<file path="src/rtl/wsdf_pkg.sv">
// shared types, codes and constants of the websocket frame deframer
`timescale 1ns / 1ps
`default_nettype none
package wsdf_pkg;

  // default width of the payload byte counter
  localparam int unsigned CountWidthDef = 32;

  // config register reset values
  localparam logic        ReqMaskRst    = 1'b1;
  localparam logic [31:0] MaxPayloadRst = 32'd65536;

  // config port
  localparam int unsigned CfgIdxW  = 2;
  localparam int unsigned CfgDataW = 32;
  localparam logic [CfgIdxW-1:0] CfgRequireMask = 2'd0;
  localparam logic [CfgIdxW-1:0] CfgMaxPayload  = 2'd1;

  // depth of the queue between parser and output stage
  localparam int unsigned QueueDepth = 2;

  // frame opcodes
  localparam logic [3:0] OpCont  = 4'h0;
  localparam logic [3:0] OpText  = 4'h1;
  localparam logic [3:0] OpBin   = 4'h2;
  localparam logic [3:0] OpClose = 4'h8;
  localparam logic [3:0] OpPing  = 4'h9;
  localparam logic [3:0] OpPong  = 4'hA;

  // protocol error codes
  typedef enum logic [3:0] {
    ERR_NONE       = 4'd0,
    ERR_RSV        = 4'd1,
    ERR_FRAG_CTRL  = 4'd2,
    ERR_CTRL_LONG  = 4'd3,
    ERR_TOO_LARGE  = 4'd4,
    ERR_UNMASKED   = 4'd5,
    ERR_STRAY_CONT = 4'd6,
    ERR_DATA_FRAG  = 4'd7,
    ERR_CLOSE_ONE  = 4'd8,
    ERR_BAD_OPCODE = 4'd9
  } err_code_e;

  // one classified result on its way to the output stage
  typedef struct packed {
    logic [7:0] raw_byte;
    logic [7:0] key_byte;
    logic       byte_valid;
    logic [3:0] opcode;
    logic       msg_end;
    logic       err_flag;
    err_code_e  err_code;
  } res_t;

endpackage
`default_nettype wire

</file>
<file path="src/rtl/wsdf_front.sv">
// frame parser: header, extended length, mask key and error checks
`timescale 1ns / 1ps
`default_nettype none
module wsdf_front #(
  parameter int unsigned COUNT_WIDTH = wsdf_pkg::CountWidthDef
) (
  input  wire logic                          clk_i,
  input  wire logic                          rst_ni,
  input  wire logic                          accept_i,
  input  wire logic [7:0]                    data_byte_i,
  input  wire logic                          cfg_we_i,
  input  wire logic [wsdf_pkg::CfgIdxW-1:0]  cfg_idx_i,
  input  wire logic [wsdf_pkg::CfgDataW-1:0] cfg_data_i,
  output logic                               res_valid_o,
  output wsdf_pkg::res_t                     res_o
);

  typedef enum logic [2:0] {
    PH_HDR0    = 3'd0,
    PH_HDR1    = 3'd1,
    PH_EXTLEN  = 3'd2,
    PH_MASK    = 3'd3,
    PH_PAYLOAD = 3'd4
  } phase_e;

  localparam int unsigned CntW = COUNT_WIDTH;

  // config registers
  logic        req_mask_q;
  logic [31:0] max_pay_q;

  // parser state
  phase_e          phase_q, phase_d;
  logic [2:0]      fcnt_q, fcnt_d;
  logic            fin_q, fin_d;
  logic [3:0]      opc_q, opc_d;
  logic            masked_q, masked_d;
  logic [63:0]     len_q, len_d;
  logic [CntW-1:0] remain_q, remain_d;
  logic [31:0]     key_q, key_d;
  logic [1:0]      midx_q, midx_d;
  logic            in_frag_q, in_frag_d;
  logic [3:0]      frag_op_q, frag_op_d;
  logic            err_q, err_d;

  // per-transaction scratch values
  logic        do_finish;
  logic        do_end;
  logic [63:0] fin_len;
  logic [6:0]  len7;
  logic [3:0]  cur_op;
  logic        too_large;

  // config writes
  always_ff @(posedge clk_i or negedge rst_ni) begin
    if (!rst_ni) begin
      req_mask_q <= wsdf_pkg::ReqMaskRst;
      max_pay_q  <= wsdf_pkg::MaxPayloadRst;
    end else if (cfg_we_i) begin
      case (cfg_idx_i)
        wsdf_pkg::CfgRequireMask: req_mask_q <= cfg_data_i[0];
        wsdf_pkg::CfgMaxPayload:  max_pay_q  <= cfg_data_i[31:0];
        default: ;
      endcase
    end
  end

  // parse one byte
  always_comb begin
    phase_d   = phase_q;
    fcnt_d    = fcnt_q;
    fin_d     = fin_q;
    opc_d     = opc_q;
    masked_d  = masked_q;
    len_d     = len_q;
    remain_d  = remain_q;
    key_d     = key_q;
    midx_d    = midx_q;
    in_frag_d = in_frag_q;
    frag_op_d = frag_op_q;
    err_d     = err_q;
    do_finish = 1'b0;
    do_end    = 1'b0;
    fin_len   = 64'd0;
    len7      = data_byte_i[6:0];
    cur_op    = (opc_q == wsdf_pkg::OpCont) ? frag_op_q : opc_q;
    too_large = 1'b0;
    res_valid_o = 1'b0;
    res_o       = '0;

    if (accept_i && !err_q) begin
      case (phase_q)
        PH_HDR0: begin
          fin_d = data_byte_i[7];
          opc_d = data_byte_i[3:0];
          if ((data_byte_i & 8'h70) != 8'h00) begin
            err_d = 1'b1;
            res_valid_o = 1'b1;
            res_o.err_flag = 1'b1;
            res_o.err_code = wsdf_pkg::ERR_RSV;
          end else if (data_byte_i[3] && !data_byte_i[7]) begin
            err_d = 1'b1;
            res_valid_o = 1'b1;
            res_o.err_flag = 1'b1;
            res_o.err_code = wsdf_pkg::ERR_FRAG_CTRL;
          end else begin
            phase_d = PH_HDR1;
          end
        end
        PH_HDR1: begin
          masked_d = data_byte_i[7];
          if (opc_q[3] && (len7 > 7'd125)) begin
            err_d = 1'b1;
            res_valid_o = 1'b1;
            res_o.err_flag = 1'b1;
            res_o.err_code = wsdf_pkg::ERR_CTRL_LONG;
          end else if (len7 >= 7'd126) begin
            phase_d = PH_EXTLEN;
            fcnt_d  = (len7 == 7'd126) ? 3'd1 : 3'd7;
            len_d   = 64'd0;
          end else begin
            do_finish = 1'b1;
            fin_len   = {57'd0, len7};
          end
        end
        PH_EXTLEN: begin
          len_d = {len_q[55:0], data_byte_i};
          if (fcnt_q == 3'd0) begin
            do_finish = 1'b1;
            fin_len   = {len_q[55:0], data_byte_i};
          end else begin
            fcnt_d = fcnt_q - 3'd1;
          end
        end
        PH_MASK: begin
          key_d = {key_q[23:0], data_byte_i};
          if (fcnt_q == 3'd0) begin
            do_end = 1'b1;
          end else begin
            fcnt_d = fcnt_q - 3'd1;
          end
        end
        PH_PAYLOAD: begin
          midx_d   = midx_q + 2'd1;
          remain_d = remain_q - CntW'(1);
          res_valid_o      = 1'b1;
          res_o.raw_byte   = data_byte_i;
          res_o.byte_valid = 1'b1;
          res_o.opcode     = cur_op;
          case (midx_q)
            2'd0:    res_o.key_byte = key_q[31:24];
            2'd1:    res_o.key_byte = key_q[23:16];
            2'd2:    res_o.key_byte = key_q[15:8];
            default: res_o.key_byte = key_q[7:0];
          endcase
          if (remain_q == CntW'(1)) begin
            phase_d       = PH_HDR0;
            res_o.msg_end = fin_q;
            if ((opc_q == wsdf_pkg::OpCont) && fin_q) begin
              in_frag_d = 1'b0;
              frag_op_d = 4'd0;
            end
          end
        end
        default: begin
          phase_d = PH_HDR0;
        end
      endcase

      // length complete: run the frame checks in priority order
      if (do_finish) begin
        too_large = (fin_len > {32'd0, max_pay_q}) || ((fin_len >> CntW) != 64'd0);
        if (too_large) begin
          err_d = 1'b1;
          res_valid_o = 1'b1;
          res_o.err_flag = 1'b1;
          res_o.err_code = wsdf_pkg::ERR_TOO_LARGE;
        end else if (!masked_d && req_mask_q) begin
          err_d = 1'b1;
          res_valid_o = 1'b1;
          res_o.err_flag = 1'b1;
          res_o.err_code = wsdf_pkg::ERR_UNMASKED;
        end else if ((opc_q == wsdf_pkg::OpCont) && !in_frag_q) begin
          err_d = 1'b1;
          res_valid_o = 1'b1;
          res_o.err_flag = 1'b1;
          res_o.err_code = wsdf_pkg::ERR_STRAY_CONT;
        end else if (((opc_q == wsdf_pkg::OpText) || (opc_q == wsdf_pkg::OpBin)) && in_frag_q)
        begin
          err_d = 1'b1;
          res_valid_o = 1'b1;
          res_o.err_flag = 1'b1;
          res_o.err_code = wsdf_pkg::ERR_DATA_FRAG;
        end else if ((opc_q == wsdf_pkg::OpClose) && (fin_len == 64'd1)) begin
          err_d = 1'b1;
          res_valid_o = 1'b1;
          res_o.err_flag = 1'b1;
          res_o.err_code = wsdf_pkg::ERR_CLOSE_ONE;
        end else if (!(opc_q inside {wsdf_pkg::OpCont, wsdf_pkg::OpText, wsdf_pkg::OpBin,
                                     wsdf_pkg::OpClose, wsdf_pkg::OpPing, wsdf_pkg::OpPong}))
        begin
          err_d = 1'b1;
          res_valid_o = 1'b1;
          res_o.err_flag = 1'b1;
          res_o.err_code = wsdf_pkg::ERR_BAD_OPCODE;
        end else begin
          remain_d = fin_len[CntW-1:0];
          if (((opc_q == wsdf_pkg::OpText) || (opc_q == wsdf_pkg::OpBin)) && !fin_q) begin
            in_frag_d = 1'b1;
            frag_op_d = opc_q;
          end
          key_d = 32'd0;
          if (masked_d) begin
            phase_d = PH_MASK;
            fcnt_d  = 3'd3;
          end else begin
            do_end = 1'b1;
          end
        end
      end

      // header done: go to payload, or close out an empty frame
      if (do_end) begin
        if (remain_d == '0) begin
          phase_d = PH_HDR0;
          if (opc_q == wsdf_pkg::OpCont) begin
            if (fin_q) begin
              in_frag_d     = 1'b0;
              frag_op_d     = 4'd0;
              res_valid_o   = 1'b1;
              res_o.opcode  = frag_op_q;
              res_o.msg_end = 1'b1;
            end
          end else if ((opc_q == wsdf_pkg::OpText) || (opc_q == wsdf_pkg::OpBin)) begin
            if (fin_q) begin
              res_valid_o   = 1'b1;
              res_o.opcode  = opc_q;
              res_o.msg_end = 1'b1;
            end
          end else begin
            res_valid_o   = 1'b1;
            res_o.opcode  = opc_q;
            res_o.msg_end = 1'b1;
          end
        end else begin
          phase_d = PH_PAYLOAD;
          midx_d  = 2'd0;
        end
      end
    end
  end

  // parser state registers
  always_ff @(posedge clk_i or negedge rst_ni) begin
    if (!rst_ni) begin
      phase_q   <= PH_HDR0;
      fcnt_q    <= 3'd0;
      fin_q     <= 1'b0;
      opc_q     <= 4'd0;
      masked_q  <= 1'b0;
      len_q     <= 64'd0;
      remain_q  <= '0;
      key_q     <= 32'd0;
      midx_q    <= 2'd0;
      in_frag_q <= 1'b0;
      frag_op_q <= 4'd0;
      err_q     <= 1'b0;
    end else begin
      phase_q   <= phase_d;
      fcnt_q    <= fcnt_d;
      fin_q     <= fin_d;
      opc_q     <= opc_d;
      masked_q  <= masked_d;
      len_q     <= len_d;
      remain_q  <= remain_d;
      key_q     <= key_d;
      midx_q    <= midx_d;
      in_frag_q <= in_frag_d;
      frag_op_q <= frag_op_d;
      err_q     <= err_d;
    end
  end

endmodule
`default_nettype wire

</file>
<file path="src/rtl/wsdf_fifo.sv">
// short queue of classified results between parser and output stage
`timescale 1ns / 1ps
`default_nettype none
module wsdf_fifo #(
  parameter int unsigned DEPTH = wsdf_pkg::QueueDepth
) (
  input  wire logic           clk_i,
  input  wire logic           rst_ni,
  input  wire logic           wr_en_i,
  input  wire wsdf_pkg::res_t wr_data_i,
  input  wire logic           rd_en_i,
  output wsdf_pkg::res_t      rd_data_o,
  output logic                full_o,
  output logic                empty_o
);

  localparam int unsigned PtrW = (DEPTH > 1) ? $clog2(DEPTH) : 1;
  localparam int unsigned CntW = $clog2(DEPTH + 1);
  localparam logic [PtrW-1:0] LastPtr = PtrW'(DEPTH - 1);
  localparam logic [CntW-1:0] FullCnt = CntW'(DEPTH);

  wsdf_pkg::res_t  mem_q [DEPTH];
  logic [PtrW-1:0] wr_ptr_q, rd_ptr_q;
  logic [CntW-1:0] cnt_q;
  logic            do_wr, do_rd;

  assign full_o    = (cnt_q == FullCnt);
  assign empty_o   = (cnt_q == '0);
  assign do_wr     = wr_en_i && !full_o;
  assign do_rd     = rd_en_i && !empty_o;
  assign rd_data_o = mem_q[rd_ptr_q];

  // entry storage
  always_ff @(posedge clk_i) begin
    if (do_wr) begin
      mem_q[wr_ptr_q] <= wr_data_i;
    end
  end

  // pointers and fill count
  always_ff @(posedge clk_i or negedge rst_ni) begin
    if (!rst_ni) begin
      wr_ptr_q <= '0;
      rd_ptr_q <= '0;
      cnt_q    <= '0;
    end else begin
      if (do_wr) begin
        wr_ptr_q <= (wr_ptr_q == LastPtr) ? '0 : wr_ptr_q + PtrW'(1);
      end
      if (do_rd) begin
        rd_ptr_q <= (rd_ptr_q == LastPtr) ? '0 : rd_ptr_q + PtrW'(1);
      end
      if (do_wr && !do_rd) begin
        cnt_q <= cnt_q + CntW'(1);
      end else if (do_rd && !do_wr) begin
        cnt_q <= cnt_q - CntW'(1);
      end
    end
  end

endmodule
`default_nettype wire

</file>
<file path="src/rtl/wsdf_back.sv">
// output stage: unmasks payload bytes and holds the oldest result
`timescale 1ns / 1ps
`default_nettype none
module wsdf_back (
  input  wire logic           clk_i,
  input  wire logic           rst_ni,
  input  wire wsdf_pkg::res_t q_data_i,
  input  wire logic           q_empty_i,
  output logic                q_rd_o,
  input  wire logic           pop_i,
  output logic                empty_o,
  output logic [7:0]          payload_byte_o,
  output logic                byte_valid_o,
  output logic [3:0]          msg_opcode_o,
  output logic                message_end_o,
  output logic                error_flag_o,
  output logic [3:0]          error_code_o
);

  logic       out_vld_q;
  logic [7:0] pay_q;
  logic       bvld_q;
  logic [3:0] op_q;
  logic       end_q;
  logic       err_q;
  logic [3:0] code_q;
  logic       load;

  // refill when the output slot is free or being taken
  assign load    = (!out_vld_q || pop_i) && !q_empty_i;
  assign q_rd_o  = load;
  assign empty_o = !out_vld_q;

  // output valid
  always_ff @(posedge clk_i or negedge rst_ni) begin
    if (!rst_ni) begin
      out_vld_q <= 1'b0;
    end else if (load) begin
      out_vld_q <= 1'b1;
    end else if (pop_i) begin
      out_vld_q <= 1'b0;
    end
  end

  // output payload with unmasking
  always_ff @(posedge clk_i) begin
    if (load) begin
      pay_q  <= q_data_i.byte_valid ? (q_data_i.raw_byte ^ q_data_i.key_byte) : 8'd0;
      bvld_q <= q_data_i.byte_valid;
      op_q   <= q_data_i.opcode;
      end_q  <= q_data_i.msg_end;
      err_q  <= q_data_i.err_flag;
      code_q <= q_data_i.err_code;
    end
  end

  assign payload_byte_o = pay_q;
  assign byte_valid_o   = bvld_q;
  assign msg_opcode_o   = op_q;
  assign message_end_o  = end_q;
  assign error_flag_o   = err_q;
  assign error_code_o   = code_q;

endmodule
`default_nettype wire

</file>
<file path="src/rtl/websocket_frame_deframer_unit.sv">
// top level of the websocket frame deframer
//
//  channel   handshake        payload
//  input     push / full      data_byte_i
//  result    empty / pop      payload_byte_o byte_valid_o msg_opcode_o message_end_o
//                             error_flag_o error_code_o
//  config    cfg_we_i         cfg_idx_i cfg_data_i (0 require_mask, 1 max_payload)
//
//  One byte is taken every cycle while full is low; the parser settles each byte in the
//  cycle it is taken; its result is queued and moves to the output register once that is
//  free or being popped. The two-entry result queue and the output register set how far
//  the result side may lag before full rises. Reset clears parser, queue and output slot.
//  After a protocol error one error result is given and later bytes are dropped.
`timescale 1ns / 1ps
`default_nettype none
module websocket_frame_deframer_unit #(
  parameter int unsigned COUNT_WIDTH = wsdf_pkg::CountWidthDef
) (
  input  wire logic                          clk_i,
  input  wire logic                          rst_ni,
  input  wire logic                          push,
  output logic                               full,
  input  wire logic [7:0]                    data_byte_i,
  output logic                               empty,
  input  wire logic                          pop,
  output logic [7:0]                         payload_byte_o,
  output logic                               byte_valid_o,
  output logic [3:0]                         msg_opcode_o,
  output logic                               message_end_o,
  output logic                               error_flag_o,
  output logic [3:0]                         error_code_o,
  input  wire logic                          cfg_we_i,
  input  wire logic [wsdf_pkg::CfgIdxW-1:0]  cfg_idx_i,
  input  wire logic [wsdf_pkg::CfgDataW-1:0] cfg_data_i
);

  logic           accept;
  logic           res_valid;
  wsdf_pkg::res_t res;
  wsdf_pkg::res_t q_data;
  logic           q_empty;
  logic           q_rd;

  // input transaction
  assign accept = push && !full;

  // parser
  wsdf_front #(
    .COUNT_WIDTH (COUNT_WIDTH)
  ) u_front (
    .clk_i       (clk_i),
    .rst_ni      (rst_ni),
    .accept_i    (accept),
    .data_byte_i (data_byte_i),
    .cfg_we_i    (cfg_we_i),
    .cfg_idx_i   (cfg_idx_i),
    .cfg_data_i  (cfg_data_i),
    .res_valid_o (res_valid),
    .res_o       (res)
  );

  // result queue
  wsdf_fifo #(
    .DEPTH (wsdf_pkg::QueueDepth)
  ) u_fifo (
    .clk_i     (clk_i),
    .rst_ni    (rst_ni),
    .wr_en_i   (res_valid),
    .wr_data_i (res),
    .rd_en_i   (q_rd),
    .rd_data_o (q_data),
    .full_o    (full),
    .empty_o   (q_empty)
  );

  // output stage
  wsdf_back u_back (
    .clk_i          (clk_i),
    .rst_ni         (rst_ni),
    .q_data_i       (q_data),
    .q_empty_i      (q_empty),
    .q_rd_o         (q_rd),
    .pop_i          (pop),
    .empty_o        (empty),
    .payload_byte_o (payload_byte_o),
    .byte_valid_o   (byte_valid_o),
    .msg_opcode_o   (msg_opcode_o),
    .message_end_o  (message_end_o),
    .error_flag_o   (error_flag_o),
    .error_code_o   (error_code_o)
  );

endmodule
`default_nettype wire

</file>
<file path="config.mk">
export PLATFORM = sky130hd
export DESIGN_NAME = websocket_frame_deframer_unit
export DESIGN_NICKNAME = d
export VERILOG_FILES = /design/src/rtl/wsdf_pkg.sv /design/src/rtl/wsdf_front.sv /design/src/rtl/wsdf_fifo.sv /design/src/rtl/wsdf_back.sv /design/src/rtl/websocket_frame_deframer_unit.sv
export SDC_FILE = /design/constraint.sdc
export NUM_CORES = 1
export LEC_CHECK = 0
export ABC_AREA = 1
export BUFFER_PORTS_ARGS = -buffer_cell sky130_fd_sc_hd__buf_2
export CAP_MARGIN = 10
export CELL_PAD_IN_SITES_DETAIL_PLACEMENT = 0
export CELL_PAD_IN_SITES_GLOBAL_PLACEMENT = 1
export CORE_AREA = 2 2 151 182
export DETAILED_ROUTE_END_ITERATION = 7
export DIE_AREA = 0 0 153 184
export HOLD_SLACK_MARGIN = 0.05
export PLACE_DENSITY_LB_ADDON = 0.3
export SYNTH_ARGS = -nofsm -noshare
export SYNTH_HDL_FRONTEND = slang
export SYNTH_SLANG_ARGS = --single-unit
export TNS_END_PERCENT = 30
</file>
<file path="constraint.sdc">
create_clock -name clk_i -period 12.7 [get_ports clk_i]
set_clock_uncertainty 0.2 [all_clocks]
set_input_delay 1.27 -clock clk_i [delete_from_list [all_inputs] [get_ports clk_i]]
set_output_delay 1.27 -clock clk_i [all_outputs]
set_load 0.01 [all_outputs]
</file>
* After elaboration in Yosys (flattened, before gate mapping)
Memories as Yosys holds them, arrays and structs flattened.
Index checks and enable logic that the tools add are counted.
** Word-level totals
- Flip-flop bits (word level) :: 197
- Memory bits (writable) :: 54
- Bits of input ports :: 47
- Output and inout bits :: 21
- Logic and storage cells :: 262
- Memories :: 1
** Operators by class
- Add/subtract/negate cells :: 7
- Order comparisons :: 3
- Equality and inequality tests :: 18
- Muxes and demuxes :: 162
- Bitwise gates (word level) :: 1
- Reduce and logical (&&, ||, !) cells :: 46
** Memories
- u_fifo.mem_q :: words 2, bits a word 27, rd ports 1, clocked after Yosys merged registers in 0, write ports 1, RTL line wsdf_fifo.sv:22 : wsdf_pkg::res_t mem_q [DEPTH];
** Operator list (number)
- 32-bit 2-to-1 mux :: 17
- 64-bit 2-to-1 mux :: 3
- 64-bit one-hot mux with 2 select lines :: 1
- 56-bit 2-to-1 mux :: 2
- 56-bit one-hot mux with 2 select lines :: 1
- 3-bit 2-to-1 mux :: 27
- 5-bit 2-to-1 mux :: 16
- 64-bit by 1-bit == test with 1-bit output (second input constant) :: 1
- 64-bit by 32-bit greater-than comparator with 1-bit output :: 1
- 1-bit 2-to-1 mux :: 64
- 4-bit 2-to-1 mux :: 16
- 64-bit nonzero test :: 1
- 32-bit by 1-bit == test with 1-bit output (second input constant) :: 1
- 32-bit logical NOT :: 1
- 32-bit by 1-bit subtractor with 32-bit output (second input constant) :: 1
- 27-bit 2-to-1 mux :: 1
- 8-bit one-hot mux with 3 select lines :: 1
- 22-bit 2-to-1 mux :: 1
- 1-bit logical AND :: 15
- 4-bit == test (second input constant) :: 3
- 3-bit one-hot mux with 4 select lines :: 1
- 1-bit logical NOT :: 10
- 2-bit 2-to-1 mux :: 5
- 5-bit one-hot mux with 2 select lines :: 1
- 31 further kinds :: 46

* Depth between registers and ports, before layout
Gate-level depths: netlist (run 1).
- Word-level depth :: 24
- Mapped depth :: 38
- Depth with buffers taken out :: 37

* By module
Synthesis (run 1) repeated with hierarchy kept, for this count alone.
** Unflattened totals
- Cells, all modules :: 1722
- Area, all modules :: 13688.1 um2
** By module, submodules not included
- wsdf_front :: times used 1, cells each 1491, area an instance 10720.3 um2, seq. area each 4331.7 um2
- wsdf_fifo :: times used 1, cells each 172, area an instance 2192.1 um2, seq. area each 1721.7 um2
- wsdf_back :: times used 1, cells each 57, area an instance 765.7 um2, seq. area each 595.6 um2
- websocket_frame_deframer_unit :: times used 1, cells each 2, area an instance 10.0 um2, seq. area each 0.0 um2

* Least setup slack after synthesis (run 1)
OpenSTA, ideal clock, no wires.
- Path kind :: input port to flip-flop
- From :: input data_byte_i[5]
- To :: memory u_fifo.mem_q[1][0] (netlist bit) (enable)
- Library setup time :: 0.411 ns
- Data arrival time :: 5.109 ns
- Data required time :: 12.089 ns
- Path slack :: 6.980 ns
- Stages :: 29
- Path buffers :: 2
- Cell sequence :: nand2_1 -> nor2_1 -> nand2_1 -> nand2_1 -> nand2_1 -> inv_1 -> nor2_1 -> ha_1 -> a21oi_1 -> nor2_1 -> nor2_1 -> nand2_1 -> nand2_1 -> nand2_1 -> nand2_1 -> nand2_1 -> nand2_1 -> nand2_1 -> nor2_1 -> nand2_1 -> buf_2 -> buf_2 -> o22ai_2 -> inv_1 -> nor2_1 -> nand3_2 -> nand2_1 -> nand2_1 -> nor2_1
** On the way
- Longest elaborated chain between the ends :: 22
- Elaborated cells between the ends (all ways) :: 52
- Those cells by class :: order compare (3); eq/ne (1); mux (42); reduce/logical (6)
** Ends and longest elaborated chain
- start: declaration :: RTL line websocket_frame_deframer_unit.sv:23 : input wire logic [7:0] data_byte_i,
- branches (longest 17 deep; another with 64-bit by 32-bit greater-than comparator with 1-bit output)
- 1-bit 2-to-1 mux * :: RTL line wsdf_front.sv:223 : if (do_end) begin
- 1-bit 2-to-1 mux * :: RTL line wsdf_front.sv:91 : if (accept_i && !err_q) begin
- 1-bit logical AND * :: RTL line wsdf_fifo.sv:29 : assign do_wr = wr_en_i && !full_o;
- 1-bit 2-to-1 mux * :: RTL line wsdf_fifo.sv:35 : if (do_wr) begin
- 1-bit 2-to-1 mux (not written as such) * :: RTL line wsdf_fifo.sv:36 : mem_q[wr_ptr_q] <= wr_data_i;
- end: declaration :: RTL line wsdf_fifo.sv:22
Every way passes the cells marked *. The select of a mux whose other input is x is not followed.

* Final worst setup path (run 1)
- From :: register u_front.fcnt_q[0]
- To :: memory u_fifo.mem_q[0][9] (netlist bit) (enable)
** On the way
- Longest elaborated chain between the ends :: 21
- Elaborated cells between the ends (all ways) :: 46
- Those cells by class :: order compare (1); eq/ne (1); mux (38); reduce/logical (6)
** Ends and longest elaborated chain
- start: declaration :: RTL line wsdf_front.sv:34 : logic [2:0] fcnt_q, fcnt_d;
- start signal: assignment :: RTL line wsdf_front.sv:270 : fcnt_q <= fcnt_d;
- 3-bit logical NOT * :: RTL line wsdf_front.sv:128, wsdf_front.sv:137
- branches (longest 15 deep; another with 64-bit by 32-bit greater-than comparator with 1-bit output)
- 1-bit 2-to-1 mux * :: RTL line wsdf_front.sv:223
- 1-bit 2-to-1 mux * :: RTL line wsdf_front.sv:91
- 1-bit logical AND * :: RTL line wsdf_fifo.sv:29
- 1-bit 2-to-1 mux * :: RTL line wsdf_fifo.sv:35
- 1-bit 2-to-1 mux (not written as such) * :: RTL line wsdf_fifo.sv:36
Marks and branches as above.

==> metrics.yaml, run 1 <==
fin_crit_ps: 6300
ys_seq_area_frac: 0.501
maxCapViolations: 0
cts-root-buf: "clkbuf_16"
io_pins: 68
path_common_cell: "nand2_1"
cts_max_level: 1
ys_top_cells_by_area: "dfrtp_1 (33%), edfxtp_1 (17%), nand2_1 (8.5%)"
drc: 0
r2r-end: "u_fifo.mem_q[0][9]"
rsz0062_at_grt: "no"
r2r_slack_ps: 6400
clockPowerShare: 0.243
worst_path_largest_cell_delay_ps: 790
drt-total-wl_mm: 33.7
postCtsSetupBuffers: 0
maxSlewHeadroom: 0.203
syn_to_final_growth_pct: 10.8
power_density_nw_per_um2: 213
rr_startpoint: "u_front.fcnt_q[0]"
first_pass_iters: 5
die_x_um: 153
setup_viol: 0
overflow: 0
hp-start: "u_fifo.wr_ptr_q"
path_clk_slew_ps: 60
hold_viol_final: 0
hold_depth: 2
first_global_vias: 10800
dp.final_hpwl_mm: 24.1
p_int_mw: 1.90
synthCells: 1599
rows: 65
sequentialPowerShare: 0.410
ff2ff_path_depth: 29
die_h_um: 184
synth_seq_cells: 251
setup_tns_ps: 0
swShare: 0.392
path_max_fanout: 56
synth-edff-count: 73
ys_top_cells_by_count: "nand2_1 (301), nor2_1 (222), inv_1 (218)"
cp.required_ps: 12650
fmax_ghz: 0.159
cts_tree: "built"
cts_buffers: 26
detail_route.iter0.violations: 746
antenna_found_initial: 1
power.combinational.fraction: 0.348
antenna_left: 0
nFillCells: 2487
synth_top_area_share: 0.332
grt_pass1_wl_mm: 55.5
cts_sinks: 251
netlist-cell-type-count: 47
synth_fp_nets: 1687
finalCritPeriodShare: 0.496
grtUsageTotal: 0.245
status: "finished clean"
clock_latency_ps: 540
syn_area_per_cell_um2: 8.30
post_drt_wl_per_cell_um: 16.9
startpoint_type: "flop"
ys_async_sr_fraction: 0.709
worst_hold_slack_ps: 279
yosys_warnings: 0
gp_congestion: 0.922
yosysMostFrequentCell: "nand2_1"
crit_arrival_ps: 6250
num-nets-final: 1729
cp_slowest_cell: "inv_1"
max-clock-path-buffers: 3
vias: 10700
drv_slew: 0
final_util: 0.560
power_switching_mw: 1.23
ys.flop_type: "dfrtp_1"
grt_max_degree: 103
synth_top_area_cell: "dfrtp_1"
dieArea_um2: 28200
hold_path.class: "reg -> reg"
cp-end-kind: "flop"
vias_per_cell: 5.36
irDropWorstVdd_mv: 0.116
post_cts_resized: 0
p_leak_nw: 6.99
holdBufCountCts: 0
layout-drive-gt1-share: 0.0933
worst_pin_slew_ps: 1200
path_class: "reg -> reg"
min_to: "u_fifo.wr_ptr_q"
initial_core_util: 0.505
port_buffers: 67
synthesis.area_um2: 13300
coreArea_um2: 26300
## per-stage QoR
| stage | cells | power [mW] | cell area [µm²] | setup WS [ps] |
|---|---|---|---|---|
| 2_1_floorplan | 1599 | 2.07 | 13300 | 6980 |
| 3_3_place_gp | 1948 | 2.35 | 13800 | 6410 |
| 3_5_place_dp | 1948 | 2.38 | 13800 | 6250 |
| 4_1_cts | 1996 | 3.15 | 14700 | 6380 |
| 5_1_grt | 1997 | 3.39 | 14700 | 5680 |
| 6_report | 1997 | 3.13 | 14700 | 6400 |
## critical path: cells and delay by family, from the launching register on
family | cells | cell delay [ps]
and+or+nand+nor | 21 | 2760
buffers and inverters | 4 | 1540
adders and majority gates | 2 | 610
DFF | 1 | 400
AOI/OAI and AO/OA | 2 | 360
## layer usage
| metal | track usage | wire [µm] |
|---|---|---|
| met3 | 0.0295 | 1460 |
| met2 | 0.440 | 16900 |
| met4 | 0.105 | 1580 |
| met1 | 0.298 | 13800 |
| met5 | 0 | 0 |
## power by group through the flow
stage          Combinational, mW  Clock (mW)  Sequential, mW
3_3_place_gp                1.07           0            1.29
2_1_floorplan              0.804           0            1.26
3_5_place_dp                1.09           0            1.29
4_1_cts                     1.09       0.774            1.28
6_report                    1.09       0.759            1.28
5_1_grt                     1.26       0.808            1.32
## cells in the final DEF, fill, tap and decap left out, types with 9 or more instances in the layout
cell type	n
a21oi_1	88
xnor2_1	19
o21ai_0	146
o211ai_1	10
edfxtp_1	73
o22ai_1	59
nor3_1	19
nand3_1	35
ha_1	41
o2111ai_1	16
inv_1	217
nand2_1	301
xor2_1	30
buf_4	10
dfrtp_1	176
nor2_1	220
buf_2	66
o21ai_1	9
clkbuf_16	27
## area by class of cell
type	count	area, µm²	area share
Clock buffer	35	739	0.0503
Multi-Input combinational cell	1058	5510	0.375
Antenna cell	1	2.50	0.000170
Tap cell	335	419	0.0285
Sequential cell	251	6650	0.452
Inverter	227	852	0.0580
Clock inverter	13	111	0.00758
Timing Repair Buffer	77	417	0.0283
## kinds of logic (layout without fill, tap and decap cells)
logic type / Yosys count / count (layout) / synth area share
other: 0 / 1 / 0
flip-flops: 251 / 251 / 0.501
adder cells (fa/ha/maj): 41 / 41 / 0.0387
buffers and inverters: 290 / 352 / 0.0848
AO/OA/AOI/OAI: 357 / 357 / 0.153
XOR/XNOR: 49 / 49 / 0.0324
AND/OR/NAND/NOR: 611 / 611 / 0.190
## worst max path at each step
stage               slack (ps)                  to              start
finish                    6400  u_fifo.mem_q[0][9]  u_front.fcnt_q[0]
global route              5680  u_fifo.mem_q[0][9]  u_front.fcnt_q[0]
global placement          6410  u_fifo.mem_q[0][4]     data_byte_i[4]
floorplan                 6980  u_fifo.mem_q[1][0]     data_byte_i[5]
detailed placement        6250  u_fifo.mem_q[0][6]     data_byte_i[4]
CTS                       6380  u_fifo.mem_q[0][9]  u_front.fcnt_q[0]
## flip-flops by register name, indices dropped and copies added (netlist names), 2 cells and up
register	cells
u_front.len_q	56
u_fifo.mem_q	54
u_front.key_q	32
u_front.max_pay_q	32
u_front.remain_q	32
u_back.payload_byte_o	8
u_back.error_code_o	4
u_back.msg_opcode_o	4
u_front.frag_op_q	4
u_front.opc_q	4
u_front.fcnt_q	3
u_front.phase_q	3
u_fifo.cnt_q	2
u_front.midx_q	2
Note: power is estimated with default switching activity, not from simulation.
==> run 2, diff against run 1 <==
--- a/config.mk
+++ b/config.mk
@@ -10,9 +10,9 @@
 export CAP_MARGIN = 10
 export CELL_PAD_IN_SITES_DETAIL_PLACEMENT = 0
 export CELL_PAD_IN_SITES_GLOBAL_PLACEMENT = 1
-export CORE_AREA = 2 2 151 182
+export CORE_AREA = 2 2 157 190
 export DETAILED_ROUTE_END_ITERATION = 7
-export DIE_AREA = 0 0 153 184
+export DIE_AREA = 0 0 159 192
 export HOLD_SLACK_MARGIN = 0.05
 export PLACE_DENSITY_LB_ADDON = 0.3
 export SYNTH_ARGS = -nofsm -noshare
==> constraint.sdc (replaced) <==
create_clock -name clk_i -period 5.8 [get_ports clk_i]
set_clock_uncertainty 0.2 [all_clocks]
set_input_delay 0.58 -clock clk_i [delete_from_list [all_inputs] [get_ports clk_i]]
set_output_delay 0.58 -clock clk_i [all_outputs]
set_load 0.01 [all_outputs]
==> metrics.yaml, run 2 (same netlist as run 1, synthesis figures left out) <==
status: "finished clean"
detail_route.iter0.violations: 715
drt-total-wl_mm: 34.4
vias_per_cell: 5.20
coreArea_um2: 28600
cp_slowest_cell: "dfrtp_1"
cp-end-kind: "flop"
cp.required_ps: 6020
p_leak_nw: 7.10
drc: 0
antenna_found_initial: 0
dp.final_hpwl_mm: 24.9
setup_tns_ps: 0
startpoint_type: "flop"
fmax_ghz: 0.189
worst_pin_slew_ps: 1130
path_clk_slew_ps: 70
first_global_vias: 10500
cts-root-buf: "clkbuf_16"
cts_max_level: 1
drv_slew: 0
fin_crit_ps: 5300
swShare: 0.395
power_density_nw_per_um2: 463
n_antenna_cell: 0
largest_register_ffs: 56
die_x_um: 159
first_pass_iters: 5
grt_pass1_wl_mm: 56.3
power_switching_mw: 2.74
final_util: 0.525
biggestRegsByFlops: "u_front.len_q: 56 flops, u_fifo.mem_q: 54 flops"
p_int_mw: 4.20
grtUsageTotal: 0.231
final_cell_mix: "nand2_1 (298), inv_1 (216), nor2_1 (215)"
place_inst: 2013
gp_congestion: 0.880
hold_viol_final: 0
maxSlewHeadroom: 0.243
final_common_cell: "nand2_1"
finalCritPeriodShare: 0.913
clockPowerShare: 0.243
finalPower_mw: 6.94
path_common_cell: "nand2_1"
vias: 10700
path_class: "reg -> reg"
sequentialPowerShare: 0.405
path_max_fanout: 19
initial_core_util: 0.464
overflow: 0
worst_path_largest_cell_delay_ps: 400
antenna_left: 0
nFillCells: 2809
crit_arrival_ps: 5520
worst_hold_slack_ps: 18.2
regArea_um2: 6650
port_buffers: 67
clock_latency_ps: 550
die_h_um: 192
cts_buffers: 26
largest_register: "u_front.len_q"
fin_cells: 2064
setup_viol: 0
cts_tree: "built"
maxCapViolations: 0
power.combinational.fraction: 0.352
cts_sinks: 251
hold_path.class: "in -> async"
grt_max_degree: 179
multi_input_area_um2: 5550
num-nets-final: 1747
rows: 68
max-clock-path-buffers: 3
dieArea_um2: 30500
syn_to_final_growth_pct: 13.1
irDropWorstVdd_mv: 0.299
io_pins: 68
post_drt_wl_per_cell_um: 16.7
layout-drive-gt1-share: 0.108
==> run 2: cell types whose count changed in the layout (fill, tap and decap cells not counted), sizes merged <==
cell	change
bufinv	+1
diode	-1
clkinvlp	+2
buf	+16
clkinv	-1
clkbuf	-2
dlygate4sd3	+2
==> run 2: path summary, 6_finish.rpt <==
kind                                   start                    end  slack, ps  cells after the start
max                        u_front.fcnt_q[0]        u_fifo.cnt_q[1]        500                     32
min                                   rst_ni  u_front.max_pay_q[21]         20                      2
max reg2reg                u_front.fcnt_q[0]        u_fifo.cnt_q[1]        500                     32
min reg2reg                  u_fifo.wr_ptr_q        u_fifo.wr_ptr_q        280                      2
max in group asynchronous             rst_ni       u_back.out_vld_q       4690                      2
min in group clk_i             cfg_data_i[8]   u_front.max_pay_q[8]         70                      3
==> run 2: final cells by class <==
cell class | count | area share
clock buffer | 33 | 0.0471
clock inverter | 15 | 0.0103
inverter | 227 | 0.0568
multi-input combinational | 1058 | 0.370
sequential | 251 | 0.443
tap | 385 | 0.0321
timing repair buffer | 95 | 0.0405
==> run 2: power by group through the flow <==
stage               combinational, mW  sequential, mW  clock, mW
detailed placement               2.43            2.84          0
floorplan                        1.76            2.77          0
CTS                              2.44            2.81       1.72
global placement                 2.40            2.83          0
finish                           2.44            2.81       1.68
global route                     2.82            2.89       1.80
==> run 2: per-layer routing <==
layer  wire length, µm  global-route usage  up-vias
li1                  -                   -     5388
met5                 0                   0        -
met2             17500               0.419      221
met3              1140              0.0242       72
met4              1520               0.103        0
met1             14200               0.279     5052
==> run 2: stage by stage <==
step	worst slack [ps]	cell area, µm²
after floorplan	443	13300
after global placement	197	14100
after detailed placement	66.1	14100
after CTS	39.0	14900
after global routing	-4.68	15000
final	503	15000
==> run 2: critical path, delay by kind of cell, from the launching register on <==
family          cells  cell delay (ps)
compound gates      2              230
xor+xnor            1              150
fa+ha+maj           3              670
buf+inv             4              580
flops               1              400
simple gates       22             2920
==> run 2: repair_timing <==
action,4_1_cts,5_1_grt
endpoints found under the hold margin,2,0
hold buffers,2,0
endpoints found under the setup margin,0,61
buffers inserted,0,0
resized for setup,0,13
